## config.mk

```make
export PLATFORM = sky130hd
export DESIGN_NAME = tst_queue
export DESIGN_NICKNAME = d
export VERILOG_FILES = /design/src/rtl/tst_pkg.sv /design/src/rtl/tst_queue.sv
export SDC_FILE = /design/constraint.sdc
export NUM_CORES = 1
export LEC_CHECK = 0
export BUFFER_PORTS_ARGS = -buffer_cell sky130_fd_sc_hd__buf_2
export CAP_MARGIN = 20
export CORE_UTILIZATION = 51
export DETAILED_ROUTE_END_ITERATION = 6
export GPL_TIMING_DRIVEN = 1
export PLACE_DENSITY = 0.78
export SLEW_MARGIN = 20
export SYNTH_ARGS = -nofsm -noshare
export SYNTH_HDL_FRONTEND = slang
export SYNTH_SLANG_ARGS = --single-unit
```

## constraint.sdc

```tcl
create_clock -name clk_i -period 2.4 [get_ports clk_i]
set_input_delay 0.12 -clock clk_i [delete_from_list [all_inputs] [get_ports clk_i]]
set_output_delay 0.12 -clock clk_i [all_outputs]
set_load 0.01 [all_outputs]
```

## src/rtl/tst_pkg.sv

```systemverilog
// package for the topic subscription table
// shared sizes, status codes and the front-to-back request type; no dependencies
package tst_pkg;
  localparam int unsigned TopicSlots = 64;
  localparam int unsigned SubsPerTopic = 64;
  localparam int unsigned ClientIdBits = 10;
  localparam int unsigned SlotBits = $clog2(TopicSlots);
  localparam int unsigned SubBits = $clog2(SubsPerTopic);
  localparam int unsigned TopicCntBits = $clog2(TopicSlots + 1);
  localparam int unsigned SubCntBits = $clog2(SubsPerTopic + 1);
  localparam int unsigned QueueDepth = 2;
  localparam int unsigned QueuePtrBits = 1;

  typedef enum logic [2:0] {
    StAdded     = 3'd0,
    StAlready   = 3'd1,
    StTableFull = 3'd2,
    StListFull  = 3'd3,
    StDeliver   = 3'd4,
    StNoTopic   = 3'd5
  } status_e;

  typedef enum logic [1:0] {
    OpSubscribe = 2'd0,
    OpPublish   = 2'd1,
    OpReply     = 2'd2
  } op_e;

  typedef struct packed {
    op_e                     op;
    logic [SlotBits-1:0]     slot;
    logic                    fresh;
    status_e                 status;
    logic [ClientIdBits-1:0] client;
  } req_t;
endpackage

```

## src/rtl/tst_queue.sv

```systemverilog
// short request queue between the front and back ends
// depends on tst_pkg
module tst_queue import tst_pkg::*; (
  input  logic clk_i,
  input  logic rst_ni,
  input  logic wr_valid_i,
  output logic wr_ready_o,
  input  req_t wr_data_i,
  output logic rd_valid_o,
  input  logic rd_ready_i,
  output req_t rd_data_o
);
  req_t                  mem_q [QueueDepth];
  logic [QueuePtrBits-1:0] wp_q, rp_q;
  logic [QueuePtrBits:0]   cnt_q;
  logic push, pop;

  assign wr_ready_o = (cnt_q != (QueuePtrBits+1)'(QueueDepth));
  assign rd_valid_o = (cnt_q != '0);
  assign rd_data_o  = mem_q[rp_q];
  assign push = wr_valid_i && wr_ready_o;
  assign pop  = rd_valid_o && rd_ready_i;

  always_ff @(posedge clk_i) begin
    if (push) mem_q[wp_q] <= wr_data_i;
  end

  always_ff @(posedge clk_i or negedge rst_ni) begin
    if (!rst_ni) begin
      wp_q <= '0; rp_q <= '0; cnt_q <= '0;
    end else begin
      if (push) wp_q <= wp_q + 1'b1;
      if (pop) rp_q <= rp_q + 1'b1;
      cnt_q <= cnt_q + (QueuePtrBits+1)'(push) - (QueuePtrBits+1)'(pop);
    end
  end

  a_cnt: assert property (@(posedge clk_i) disable iff (!rst_ni)
    cnt_q <= (QueuePtrBits+1)'(QueueDepth)) else $error("queue overflow");
  a_ptr: assert property (@(posedge clk_i) disable iff (!rst_ni)
    (cnt_q == '0 || cnt_q == (QueuePtrBits+1)'(QueueDepth)) |-> wp_q == rp_q)
    else $error("queue pointers out of step");
  a_cnt_step: assert property (@(posedge clk_i) disable iff (!rst_ni)
    push && !pop |=> cnt_q == $past(cnt_q) + 1'b1) else $error("count lost push");
endmodule

```

# Word-level counts from Yosys, hierarchy flattened
# Memory sizes are Yosys's and may differ from the RTL's.
# Index checks and enable logic that the tools add are counted.
[word_totals] ram_bits=44 memories=1 wordCells=14 register_bits=4 output_inout_bits=24 inputBits=26
[memory_table] memory="mem_q" words=2 word_bits=22 read_ports=1 rd_ports_with_merged_regs=0 wr=1 line_no="tst_queue.sv:13" rtl="req_t mem_q [QueueDepth];"
[classes] eq_ne=1 mux=2 n_reduce_logical=3 add_sub_neg=4
[ops] operator="1-bit adder, second input constant" count=2
[ops] operator="2-bit by 1-bit adder with 2-bit output" count=1
[ops] operator="1-bit logical AND" count=2
[ops] operator="1-bit 2-to-1 mux" count=2
[ops] operator="2-bit != test, second input constant" count=1
[ops] operator="2-bit nonzero test" count=1
[ops] operator="2-bit by 1-bit subtractor with 2-bit output" count=1

# Logic depth before layout (Yosys ltp)
[logic_depth] ltp_word=4 depth_mapped=5 mapped_depth_nobuf=5

# Worst setup path before layout
# No wires, ideal clock.
[synth_path] kind="reg-to-reg" start="reg cnt_q[0]" end="mem mem_q[0][0] (netlist name) (enable)" synth_period_minus_slack_ps=2051 setup_ps=401 n_path_buf=0 slack_ps=349 path_stages_with_launch=4 required_ps=1999 t_arrival_ps=1650 cell_sequence="dfrtp_1 -> nand2b_1 -> nand2_1 -> nor2_1"
[synth_between] elab_chain_cells=4
[synth_rtl] item="start: declaration" line_no="tst_queue.sv:15" rtl="logic [QueuePtrBits:0] cnt_q;"
[synth_rtl] item="start signal: assignment" line_no="tst_queue.sv:34" rtl="cnt_q <= cnt_q + (QueuePtrBits+1)'(push) - (QueuePtrBits+1)'(pop);"
[synth_rtl] item="2-bit != test" line_no="tst_queue.sv:18" rtl="assign wr_ready_o = (cnt_q != (QueuePtrBits+1)'(QueueDepth));"
[synth_rtl] item="net wr_ready_o" line_no="tst_queue.sv:7" rtl="output logic wr_ready_o,"
[synth_rtl] item="1-bit logical AND" line_no="tst_queue.sv:21" rtl="assign push = wr_valid_i && wr_ready_o;"
[synth_rtl] item="1-bit 2-to-1 mux" line_no="tst_queue.sv:25" rtl="if (push) mem_q[wp_q] <= wr_data_i;"
[synth_rtl] item="1-bit 2-to-1 mux (implied by the code)" line_no="tst_queue.sv:25"
[synth_rtl] item="end: declaration" line_no="tst_queue.sv:13"
# The timed path passes the listed nets, and every way through them passes these cells.

==> impl_metrics.csv <==
group,metric,value,unit
routing,routed_wl,2940,um
critical_path,slowest_delay,550,ps
global_routing,grtUsageTotal,17.1,%
placed_design,dpl_wire_length,1880,um
timing,time_the_worst_path_needs_with_i_o_delays_and_setup,1830,ps
logic_synthesis,warning_count_from_the_yosys_run,0,
logic_synthesis,dominant_combinational_cell_family_by_area_after_synthesis,"multiplexers",
pwr,power.density_cell_area,1040,mW/mm^2
clocking,cts_resizes,0,
clocking,clkSlewWorstSetupHoldPaths,110,ps
critical_path,worstReg2RegStart,"cnt_q[0]$_DFF_PN0_",
finish,layout.nets,197,
critical_path,worst-r2r-setup-slack,950,ps
critical_path,reg2reg_to,"mem_q[0][10]$_DFFE_PP_",
clocking,h-tree-depth,2,
critical_path,reg2reg_depth,4,
pwr,irDropWorstVdd,0.000708,V
logic_synthesis,number_of_unique_standard_cell_types_used_by_synthesis,17,
timing,finalSetupViolations,0,
critical_path,critical_path_arrival,1710,ps
hold_path,hold_path_class,"in2async",
placed_design,detailedPlace.worstSlack,942,ps
global_routing,grt_use_met3,7.35,%
pwr,leakagePower,0.937,nW
timing,relSlewSlack,78.7,%
clocking,postCtsHoldBufs,23,
critical_path,cp_top_family,"flip-flops",
critical_path,start_kind,"flop",
clocking,post_cts_buffers,0,
timing,timing.fmax,547,MHz
finish,layoutNonFillerInstCount,217,
global_routing,met2_usage,30.1,%
timing,final.setup.tns,0,ps
floorplan,die_height,61.5,um
critical_path,timing.critical_path.slowest_stage_cell,"dfrtp_1",
timing,max_slew.worst_pin.slew,320,ps
finish,area_growth,34.3,%
timing,finalHoldWorstSlack,77.9,ps
placed_design,finalWeightedCongestion,0.607,
timing,layout_worst_path_cycle_share,76.2,%
global_routing,most_used_routing_layer,"met2",
global_routing,first_global_vias,1075,
logic_synthesis,synth_compound_area_share,1.73,%
finish,drive_gt1_share,48.0,%
clocking,clock_tree_from_tritoncts,"built",
logic_synthesis,synth.ff_latch_count,48,
global_routing,grt-ovfl-total,0,
logic_synthesis,yosys.area_share.simple,2.71,%
placed_design,count_of_buffers_from_port_buffering,49,
run_status,outcome,"finished, final reports clean",
critical_path,worst_ep_required_time,2280,ps
routing,dr.first_iter.drc_count,27,
global_routing,globalRouteMet1Util,17.2,%
routing,first_pass_iters,4,
routing,avgViaCountPerCell,4.79,
clocking,cts_made_buffers,5,
logic_synthesis,synth.area.mux_share,13.7,%
floorplan,initial_core_util,53.6,%
logic_synthesis,syn_inst,90,
logic_synthesis,ys_top_cells_by_area,"edfxtp_1 73%, mux2_2 14%, dfrtp_1 5.6%, xnor2_1 1.5%, buf_4 0.83%",
logic_synthesis,synthDominantCellAreaShare,73.3,%
clocking,cts_root_buffer,"clkbuf_4",
critical_path,worstPathCellList,"buf_4 -> mux2_2 -> buf_2",
logic_synthesis,synth_fa_ha_area_share,0.694,%
floorplan,placementRows,21,
clocking,insertion_delay,350,ps
floorplan,ioPinCount,50,
logic_synthesis,library_cell_with_the_largest_summed_area_after_synthesis,"edfxtp_1",
clocking,cts_max_path_bufs,2,
global_routing,maximum_number_of_pins_on_one_net_before_global_route_repair,23,
logic_synthesis,synth_sequential_area_ratio,78.8,%
flow_run,drv.max_cap_violation_count,0,
global_routing,grt_antenna_before_repair,0,
floorplan,core_area,0.00336,mm^2
logic_synthesis,synth_area_per_cell,20.0,um^2
timing,maxSlewViolCount,0,
floorplan,floorplan.die_area,0.00378,mm^2
finish,n_antenna_cell,0,
global_routing,grt_pass1_wl,4330,um
logic_synthesis,synth_area,0.00180,mm^2
logic_synthesis,post_synth_xor_area_fraction,1.46,%
floorplan,width_of_the_chip,61.5,um
timing,grt_setup_unrepaired,"false",
critical_path,setup.worst_path.class,"reg2out",
routing,antenna_left,0,
routing,vias,1039,
finish,num-fill-cells,253,
critical_path,critical_path.endpoint_type,"primary output",
critical_path,cp.buffers_inverters,2,
timing,fin_skew,8.76,ps
routing,routedWlPerCell,13.6,um
logic_synthesis,synth_fp_nets,117,
clocking,cts.sink_count,48,
placed_design,dp_cells,186,
critical_path,crit_fanout,16,
routing,remaining_drc_errors,0,
timing,timing_hold_violations_final,0,
timing,postLayoutSetupSlackWorst,571,ps
[metal layers]
layer | part of all wire (%) | vias up
li1 | - | 509
met1 | 40 | 482
met2 | 51 | 39
met3 | 5.7 | 9
met4 | 2.9 | 0
met5 | 0 | -
[sequential cells by signal, summed over array words and instances (netlist names)]
register,flops
wp_q,1
mem_q,44
cnt_q,2
rp_q,1
[where the power goes]
part           internal, mW  switching [mW]  total [mW]  leakage, nW
clock                 0.213           0.231       0.444       0.0403
sequential             1.15          0.0933        1.24        0.457
combinational         0.417           0.406       0.823        0.440
[Yosys cell counts]
cell and count:
a211oi_1 1, a21bo_1 1, a32oi_1 1, and3_1 1, buf_4 2, dfrtp_1 4
edfxtp_1 44, ha_1 1, mux2_2 22, nand2_1 2, nand2b_1 1, nand3_1 1
nor2_1 3, nor2b_1 1, o21ai_0 1, or2_2 1, xnor2_1 3
[how the worst max path moves through the flow]
stage,startpoint,endpoint,slack [ps],cells after the start
6_report,rp_q$_DFFE_PN0P_,rd_data_o[0],570,3
5_1_grt,rp_q$_DFFE_PN0P_,rd_data_o[0],460,3
4_1_cts,rp_q$_DFFE_PN0P_,rd_data_o[9],520,3
3_5_place_dp,rp_q$_DFFE_PN0P_,rd_data_o[9],940,3
3_3_place_gp,rp_q$_DFFE_PN0P_,rd_data_o[8],970,3
2_1_floorplan,cnt_q[0]$_DFF_PN0_,mem_q[0][0]$_DFFE_PP_,350,3
[cell usage in the layout, fill, tap and decap left out]
| master | netlist | routed |
|---|---|---|
| dlygate4sd3_1 | 0 | 23 |
| nand2b_1 | 1 | 1 |
| nor2b_1 | 1 | 1 |
| bufinv_16 | 0 | 1 |
| xnor2_1 | 3 | 3 |
| mux2_2 | 22 | 22 |
| o21ai_0 | 1 | 1 |
| a32oi_1 | 1 | 1 |
| a211oi_1 | 1 | 1 |
| nand2_1 | 2 | 2 |
| nor2_1 | 3 | 2 |
| nor2_2 | 0 | 1 |
| edfxtp_1 | 44 | 44 |
| or2_2 | 1 | 1 |
| clkbuf_4 | 0 | 5 |
| and3_1 | 1 | 1 |
| ha_1 | 1 | 1 |
| buf_2 | 0 | 49 |
| a21bo_1 | 1 | 1 |
| nand3_1 | 1 | 1 |
| buf_4 | 2 | 3 |
| clkinv_1 | 0 | 2 |
| dfrtp_1 | 4 | 4 |
[final cells by class]
class                           count  area [um^2]  share of cell area (%)
Sequential cell                    48         1420                    58.7
Clock inverter                      3         37.5                    1.55
Tap cell                           46         57.6                    2.38
Timing Repair Buffer               75          498                    20.6
Clock buffer                        5         37.5                    1.55
Multi-Input combinational cell     40          369                    15.2
[logic make-up after synthesis]
kind of cell,count (synthesis)
DFF,48
muxes,22
and+or+nand+nor,10
AOI/OAI and AO/OA,4
xor gates and xnor gates,3
buffers and inverters,2
adders and majority gates,1
[stage by stage]
step / area [um^2] / util, % / total power [mW]
final: 2420 / 72.0 / 2.51
after global routing: 2420 / 72.0 / 2.65
after CTS: 2420 / 72.0 / 2.54
after detailed placement: 2120 / 62.9 / 2.06
after global placement: 2120 / 62.9 / 2.03
after floorplan: 1800 / - / 1.77
No activity file was read; power rests on OpenSTA's default activity.
