[config.mk]
export PLATFORM = sky130hd
export DESIGN_NAME = tst_front
export DESIGN_NICKNAME = d
export VERILOG_FILES = /design/src/rtl/tst_pkg.sv /design/src/rtl/tst_front.sv
export SDC_FILE = /design/constraint.sdc
export NUM_CORES = 2
export LEC_CHECK = 0
export BUFFER_PORTS_ARGS = -buffer_cell sky130_fd_sc_hd__buf_2
export CORE_MARGIN = 10
export CORE_UTILIZATION = 45
export CTS_CLUSTER_DIAMETER = 80
export DETAILED_ROUTE_END_ITERATION = 7
export GPL_ROUTABILITY_DRIVEN = 0
export REMOVE_ABC_BUFFERS = 1
export SYNTH_ARGS = -nofsm -noshare
export SYNTH_HDL_FRONTEND = slang
export SYNTH_SLANG_ARGS = --single-unit
[constraint.sdc]
create_clock -name clk_i -period 12.7 [get_ports clk_i]
set_input_delay 1.905 -clock clk_i [delete_from_list [all_inputs] [get_ports clk_i]]
set_output_delay 1.905 -clock clk_i [all_outputs]
set_load 0.01 [all_outputs]
[src/rtl/tst_pkg.sv]
// package for the topic subscription table
// shared sizes, status codes and the front-to-back request type; no dependencies
package tst_pkg;
  localparam int unsigned TopicSlots = 64;
  localparam int unsigned SubsPerTopic = 64;
  localparam int unsigned ClientIdBits = 10;
  localparam int unsigned SlotBits = $clog2(TopicSlots);
  localparam int unsigned SubBits = $clog2(SubsPerTopic);
  localparam int unsigned TopicCntBits = $clog2(TopicSlots + 1);
  localparam int unsigned SubCntBits = $clog2(SubsPerTopic + 1);
  localparam int unsigned QueueDepth = 2;
  localparam int unsigned QueuePtrBits = 1;

  typedef enum logic [2:0] {
    StAdded     = 3'd0,
    StAlready   = 3'd1,
    StTableFull = 3'd2,
    StListFull  = 3'd3,
    StDeliver   = 3'd4,
    StNoTopic   = 3'd5
  } status_e;

  typedef enum logic [1:0] {
    OpSubscribe = 2'd0,
    OpPublish   = 2'd1,
    OpReply     = 2'd2
  } op_e;

  typedef struct packed {
    op_e                     op;
    logic [SlotBits-1:0]     slot;
    logic                    fresh;
    status_e                 status;
    logic [ClientIdBits-1:0] client;
  } req_t;
endpackage

[src/rtl/tst_front.sv]
// front end: topic key lookup by serial scan of the topic name memory
// depends on tst_pkg; issues classified requests into the queue
module tst_front import tst_pkg::*; (
  input  logic                    clk_i,
  input  logic                    rst_ni,
  input  logic                    in_valid_i,
  output logic                    in_ready_o,
  input  logic                    command_i,
  input  logic [63:0]             topic_key_i,
  input  logic [ClientIdBits-1:0] client_id_i,
  output logic                    req_valid_o,
  input  logic                    req_ready_i,
  output req_t                    req_o
);
  typedef enum logic [3:0] {
    FIdle = 4'b0001,
    FScan = 4'b0010,
    FComp = 4'b0100,
    FIssue = 4'b1000
  } fstate_e;

  fstate_e                 state_q, state_d;
  logic [63:0]             names [TopicSlots];
  logic [63:0]             rd_q;
  logic [TopicCntBits-1:0] used_q, used_d;
  logic [TopicCntBits-1:0] idx_q, idx_d;
  logic                    cmd_q;
  logic [63:0]             key_q;
  logic [ClientIdBits-1:0] cli_q;
  req_t                    req_q, req_d;
  logic                    wr_en;

  assign in_ready_o  = (state_q == FIdle);
  assign req_valid_o = (state_q == FIssue);
  assign req_o       = req_q;

  always_comb begin
    state_d = state_q;
    used_d  = used_q;
    idx_d   = idx_q;
    req_d   = req_q;
    wr_en   = 1'b0;
    unique case (state_q)
      FIdle: begin
        if (in_valid_i) begin
          idx_d   = '0;
          state_d = FScan;
        end
      end
      FScan: begin
        req_d.client = cli_q;
        req_d.fresh  = 1'b0;
        req_d.status = StAdded;
        if (idx_q >= used_q) begin
          state_d = FIssue;
          if (cmd_q) begin
            req_d.op     = OpReply;
            req_d.status = StNoTopic;
            req_d.client = '0;
          end else if (used_q >= TopicCntBits'(TopicSlots)) begin
            req_d.op     = OpReply;
            req_d.status = StTableFull;
          end else begin
            wr_en       = 1'b1;
            req_d.op    = OpSubscribe;
            req_d.slot  = used_q[SlotBits-1:0];
            req_d.fresh = 1'b1;
            used_d      = used_q + 1'b1;
          end
        end else begin
          state_d = FComp;
        end
      end
      FComp: begin
        if (rd_q == key_q) begin
          req_d.op   = cmd_q ? OpPublish : OpSubscribe;
          req_d.slot = idx_q[SlotBits-1:0];
          state_d    = FIssue;
        end else begin
          idx_d   = idx_q + 1'b1;
          state_d = FScan;
        end
      end
      FIssue: begin
        if (req_ready_i) state_d = FIdle;
      end
      default: state_d = FIdle;
    endcase
  end

  always_ff @(posedge clk_i) begin
    if (state_q == FIdle && in_valid_i) begin
      cmd_q <= command_i;
      key_q <= topic_key_i;
      cli_q <= client_id_i;
    end
    if (wr_en) names[used_q[SlotBits-1:0]] <= key_q;
    rd_q  <= names[idx_q[SlotBits-1:0]];
    req_q <= req_d;
  end

  always_ff @(posedge clk_i or negedge rst_ni) begin
    if (!rst_ni) begin
      state_q <= FIdle;
      used_q  <= '0;
      idx_q   <= '0;
    end else begin
      state_q <= state_d;
      used_q  <= used_d;
      idx_q   <= idx_d;
    end
  end

  a_used_bound: assert property (@(posedge clk_i) disable iff (!rst_ni)
    used_q <= TopicCntBits'(TopicSlots)) else $error("topic count overflow");
  a_used_step: assert property (@(posedge clk_i) disable iff (!rst_ni)
    used_q != $past(used_q) |-> used_q == $past(used_q) + 1'b1)
    else $error("topic count jumped");
  a_issue_hold: assert property (@(posedge clk_i) disable iff (!rst_ni)
    req_valid_o && !req_ready_i |=> req_valid_o && $stable(req_o))
    else $error("request changed while stalled");
endmodule

Yosys cells after proc, flatten, opt, wreduce, memory -nomap -nowiden
Memory sizes are Yosys's and may differ from the RTL's. A register that Yosys moved wholly into a read port is not among the register bits.
Cells that the tools add are included.
Widths: inputs -> output; s select.
{"block": "op_classes", "n_mul": 0, "mux": 25, "n_addsub": 2, "reduce_logical": 9, "n_div": 0, "shift": 0, "bitwise_logic": 3, "eq_ne": 12, "n_lt_le_gt_ge": 2}
{"operator": "$eq 64x64->1", "n": 1}
{"operator": "$mux 7", "n": 4}
{"operator": "$mux 22", "n": 1}
{"operator": "$mux 4", "n": 4}
{"operator": "$pmux 4 s4", "n": 1}
{"operator": "$pmux 8 s2", "n": 1}
{"operator": "$add 7x1->7 const B", "n": 2}
{"operator": "$pmux 7 s2", "n": 1}
{"operator": "$ne 2x2->1 const B", "n": 6}
{"operator": "$mux 10", "n": 1}
{"operator": "$mux 8", "n": 1}
{"operator": "$ge 7x7->1", "n": 1}
{"operator": "$ge 7x7->1 const B", "n": 1}
{"operator": "$mux 1", "n": 7}
{"operator": "$mux 2", "n": 3}
{"operator": "$reduce_and 3->1", "n": 2}
{"operator": "$reduce_and 5->1", "n": 1}
{"operator": "$eq 4x1->1 const B", "n": 1}
{"operator": "$eq 4x2->1 const B", "n": 1}
{"operator": "$eq 4x3->1 const B", "n": 1}
{"operator": "$eq 4x4->1 const B", "n": 1}
{"operator": "$reduce_and 4->1", "n": 1}
{"operator": "$reduce_bool 2->1", "n": 2}
{"operator": "$mux 3", "n": 1}
{"operator": "5 further kinds", "n": 7}
{"block": "totals", "in_bits": 79, "regBits": 115, "mem_count": 1, "word_cells": 66, "out_inout_bits": 24, "ramBits": 4096, "latchBits": 0, "romBits": 0}
{"name": "names", "depth": 64, "width": 64, "rd": 1, "rd_ports_with_merged_regs": 1, "wr": 1, "line_no": "tst_front.sv:23", "rtl": "logic [63:0] names [TopicSlots];"}

Logic depth before layout (Yosys ltp)
{"block": "depth", "depth_word": 7, "ltp_mapped": 15, "ltp_nobuf": 8}

Least setup slack after synthesis
OpenSTA, ideal clock, no wires.
{"block": "synth_timing", "kind": "register to register", "start": "reg state_q[3]", "end": "mem names[24][0], enable pin", "required_ns": 12.054, "setup_slack_ns": 2.994, "setup_ns": 0.646, "synth_period_minus_slack_ns": 9.706, "arrival_time_ns": 9.060, "path_buffers": 1, "path_stages_with_launch": 6, "cell_sequence": "dfrtp_1 nor4b_1 and2_1 buf_2 nand4_1 nor4_1"}
{"block": "synth_via", "elab_chain_cells": 4}
{"item": "start, declared", "line_no": "tst_front.sv:22", "rtl": "fstate_e state_q, state_d;"}
{"item": "start signal, assigned", "line_no": "tst_front.sv:104", "rtl": "state_q <= FIdle;"}
{"item": "start signal, assigned", "line_no": "tst_front.sv:108", "rtl": "state_q <= state_d;"}
{"item": "$eq 4x2->1", "line_no": "tst_front.sv:43", "rtl": "unique case (state_q)"}
{"item": "$mux 1", "line_no": "tst_front.sv:43"}
{"item": "$mux 1", "line_no": "tst_front.sv:97", "rtl": "if (wr_en) names[used_q[SlotBits-1:0]] <= key_q;"}
{"item": "$mux 1 (implied by the code)", "line_no": "tst_front.sv:97"}
{"item": "end, declared", "line_no": "tst_front.sv:23"}
Every way passes these cells.

Final worst setup path
{"block": "layout_timing", "start": "reg idx_q[0]", "end": "mem names[49][22], enable pin"}
{"block": "layout_via", "elab_chain_cells": 5}
{"item": "start, declared", "line_no": "tst_front.sv:26", "rtl": "logic [TopicCntBits-1:0] idx_q, idx_d;"}
{"item": "start signal, assigned", "line_no": "tst_front.sv:110", "rtl": "idx_q <= idx_d;"}
{"item": "$ge 7x7->1", "line_no": "tst_front.sv:54", "rtl": "if (idx_q >= used_q) begin"}
{"item": "$mux 1", "line_no": "tst_front.sv:54"}
{"item": "$mux 1", "line_no": "tst_front.sv:43"}
{"item": "$mux 1", "line_no": "tst_front.sv:97"}
{"item": "$mux 1 (implied by the code)", "line_no": "tst_front.sv:97"}
Every way passes these cells.

==> results.toml <==
[drt]
drt-wirelength-per-cell_um = 35.7
routed_wl_um = 444000
vias = 77498
via_per_inst = 6.23
drt-pass1-iter-count = 5
drtAntennaViolNets = 0
drc_errors = 0
drtIter0Drc = 10398

[sta]
period_share = 0.458
final.setup.tns_ns = 0
hold_slack_ns = 0.520
fin_crit_ns = 5.81
worst_pin_slew_ns = 1.43
rsz0062_at_grt = "false"
fin_worst_skew_ns = 0.0714
setup_ws_ns = 6.89
max_freq_ghz = 0.172
finalSetupViolCount = 0
maxSlewViolCount = 0
finalHoldViolCount = 0
relSlewSlack = 0.0393

[pwr]
p_per_area_nw_per_um2 = 174
p_leak_nw = 55.5
ir_worst_vdd_uv = 142

[worst_setup_path]
critPathArrivalTime_ns = 6.37
cp_max_fo = 45
crit_type = "register to register"
worst_path_max_delay_cell = "dfrtp_4"
cp-start-kind = "register"
critical_path.max_stage_delay_ns = 1.07
end_kind = "register"
crit_chain = "inv_2 > buf_4 > ha_1 > nand2b_1 > a21o_1 > a21oi_1 > o21ai_1 > buf_4 > nand4_1 > nor2_4 > buf_4 > buf_4"
worst_ep_required_time_ns = 13.26
crit_path_frequent_cell = "buf_4"

[global_routing]
antenna_found_initial = 16
grt_overflow = 0
grt_pass1_wl_um = 620000
grt_max_degree = 115
grt_pass1_vias = 78091
grt_use_total = 0.228

[run]
drv_cap = 0

[synth]
seq_area_frac_synth = 0.789
ys.flop_type = "edfxtp_1"
ys_ff_latch = 4274
syn_inst = 6813
yosys_warnings = 0
muxShareOfSynthArea = 0.168
synth_edf_count = 4192
synth_compound_area_frac = 0.0157
synth-adder-area-share = 0.000774
synth-xor-area-share = 0.00374
async_reset_ff_frac = 0.00421
synth.distinct_cells = 54
synth_area_um2 = 162000
synth_top_family_by_area = "multiplexers"
yosys.area_share.simple = 0.0114
avgSynthCellArea_um2 = 23.7

[floorplanning]
rows = 220
initial_core_util = 0.451
dieHeight_um = 619
die_area_um2 = 384000
core_area_um2 = 358000
die_w_um = 619
ios = 103

[clocking]
clkTransAtPathRegs_ns = 0.06
cts_max_path_buffers = 4
post-cts-setup-buffer-count = 0
clockRootBuffer = "clkbuf_16"
cts_sinks = 4274
clkLatencyLatePin_ns = 1.00
htree_levels = 5
ctsResizeCount = 0
cts_tree = "done"
hold_buffers = 0
numCtsBuffers = 433

[cells_and_area]
drive_gt1_frac = 0.291
nNetsFinal = 7371
syn_to_final_growth_pct = 13.3
final_util = 0.511

[status]
status = "finished, final reports clean"

[worst_hold_path]
holdCritPathClass = "register to register"

[place]
dp_slack_ns = 6.72
dp_hpwl_um = 236000
port_buffers = 102
## per-stage QoR
| step | instances | power (W) | cell area, um2 |
|---|---|---|---|
| after floorplan | 6455 | 0.0206 | 160000 |
| after global placement | 11620 | 0.0197 | 169000 |
| after detailed placement | 11620 | 0.0198 | 169000 |
| after CTS | 12429 | 0.0321 | 183000 |
| after global routing | 12430 | 0.0328 | 183000 |
| final | 12434 | 0.0319 | 183000 |
## cell usage in the layout, fill, tap and decap left out, types with 81 or more instances in the layout
cell / instances
edfxtp_1: 4192
mux4_2: 1122
clkbuf_16: 439
buf_4: 283
mux2i_1: 178
nand2_1: 137
clkbuf_1: 118
buf_2: 102
clkinv_2: 83
clkinv_1: 81
## metal layers
layer / vias up / wire [um] / GRT usage
li1: 30283 / - / -
met1: 42668 / 177000 / 0.323
met2: 3813 / 214000 / 0.367
met3: 726 / 37900 / 0.0373
met4: 8 / 15200 / 0.0701
met5: - / 53 / 0
## critical path, delay by kind of cell, from the launching register on
| family | cells | cell delay, ns |
|---|---|---|
| buffers and inverters | 5 | 2.03 |
| and+or+nand+nor | 3 | 1.46 |
| adders and majority gates | 1 | 0.40 |
| DFF | 1 | 1.07 |
| AOI/OAI and AO/OA | 3 | 0.34 |
## state kept, by name, indices dropped and copies added, names as in the netlist
name,flops
state_q,4
idx_q,7
req_o,21
used_q,7
cli_q,10
key_q,64
cmd_q,1
names,4096
rd_q,64
## report_power, final
group,leakage [nW],switching [W],internal [W],total [W]
clock network,6.76,0.00538,0.00707,0.0124
logic,10.3,0.00191,0.000995,0.00291
registers,38.5,0.000108,0.0164,0.0165
## cell families (layout without fill, tap and decap cells)
group,count (synthesis),in the layout
AOI/OAI and AO/OA,373,373
xor gates and xnor gates,69,69
adders and majority gates,10,10
buffers and inverters,373,1216
DFF,4274,4274
muxes,1312,1312
other,0,5
and+or+nand+nor,402,402
## synth_stat cells, types with 33 or more instances
library cell	instances	area, um2
buf_4	34	255
edfxtp_1	4192	126000
o22ai_1	45	282
nand3_1	42	210
mux4_2	1122	25300
mux2i_1	178	1780
nor2_1	110	413
buf_2	136	681
a21oi_1	65	325
buf_1	33	124
dfxtp_1	64	1280
o21ai_0	47	235
xor2_1	64	561
clkbuf_1	146	548
nand2_1	138	518
a22oi_1	76	571
## layout make-up
class	count	area (um2)
Fill cell	27714	175000
Sequential cell	4274	128000
Multi-Input combinational cell	2166	32800
Clock buffer	576	11700
Tap cell	4773	5970
Timing Repair Buffer	392	2780
Clock inverter	233	2150
Inverter	15	73.8
Antenna cell	5	12.5
## path summary, 6_finish.rpt
path	from	endpoint	slack [ns]	cells past startpoint
max in group asynchronous	rst_ni	idx_q[5]	11.40	1
hold reg to reg	cli_q[0]	req_o[0]	0.52	1
setup reg to reg	idx_q[0]	names[49][22]	6.89	12
hold / removal	cli_q[0]	req_o[0]	0.52	1
min in group asynchronous	rst_ni	used_q[1]	0.90	1
setup / recovery	idx_q[0]	names[49][22]	6.89	12
Note: power is estimated with default switching activity, not from simulation.
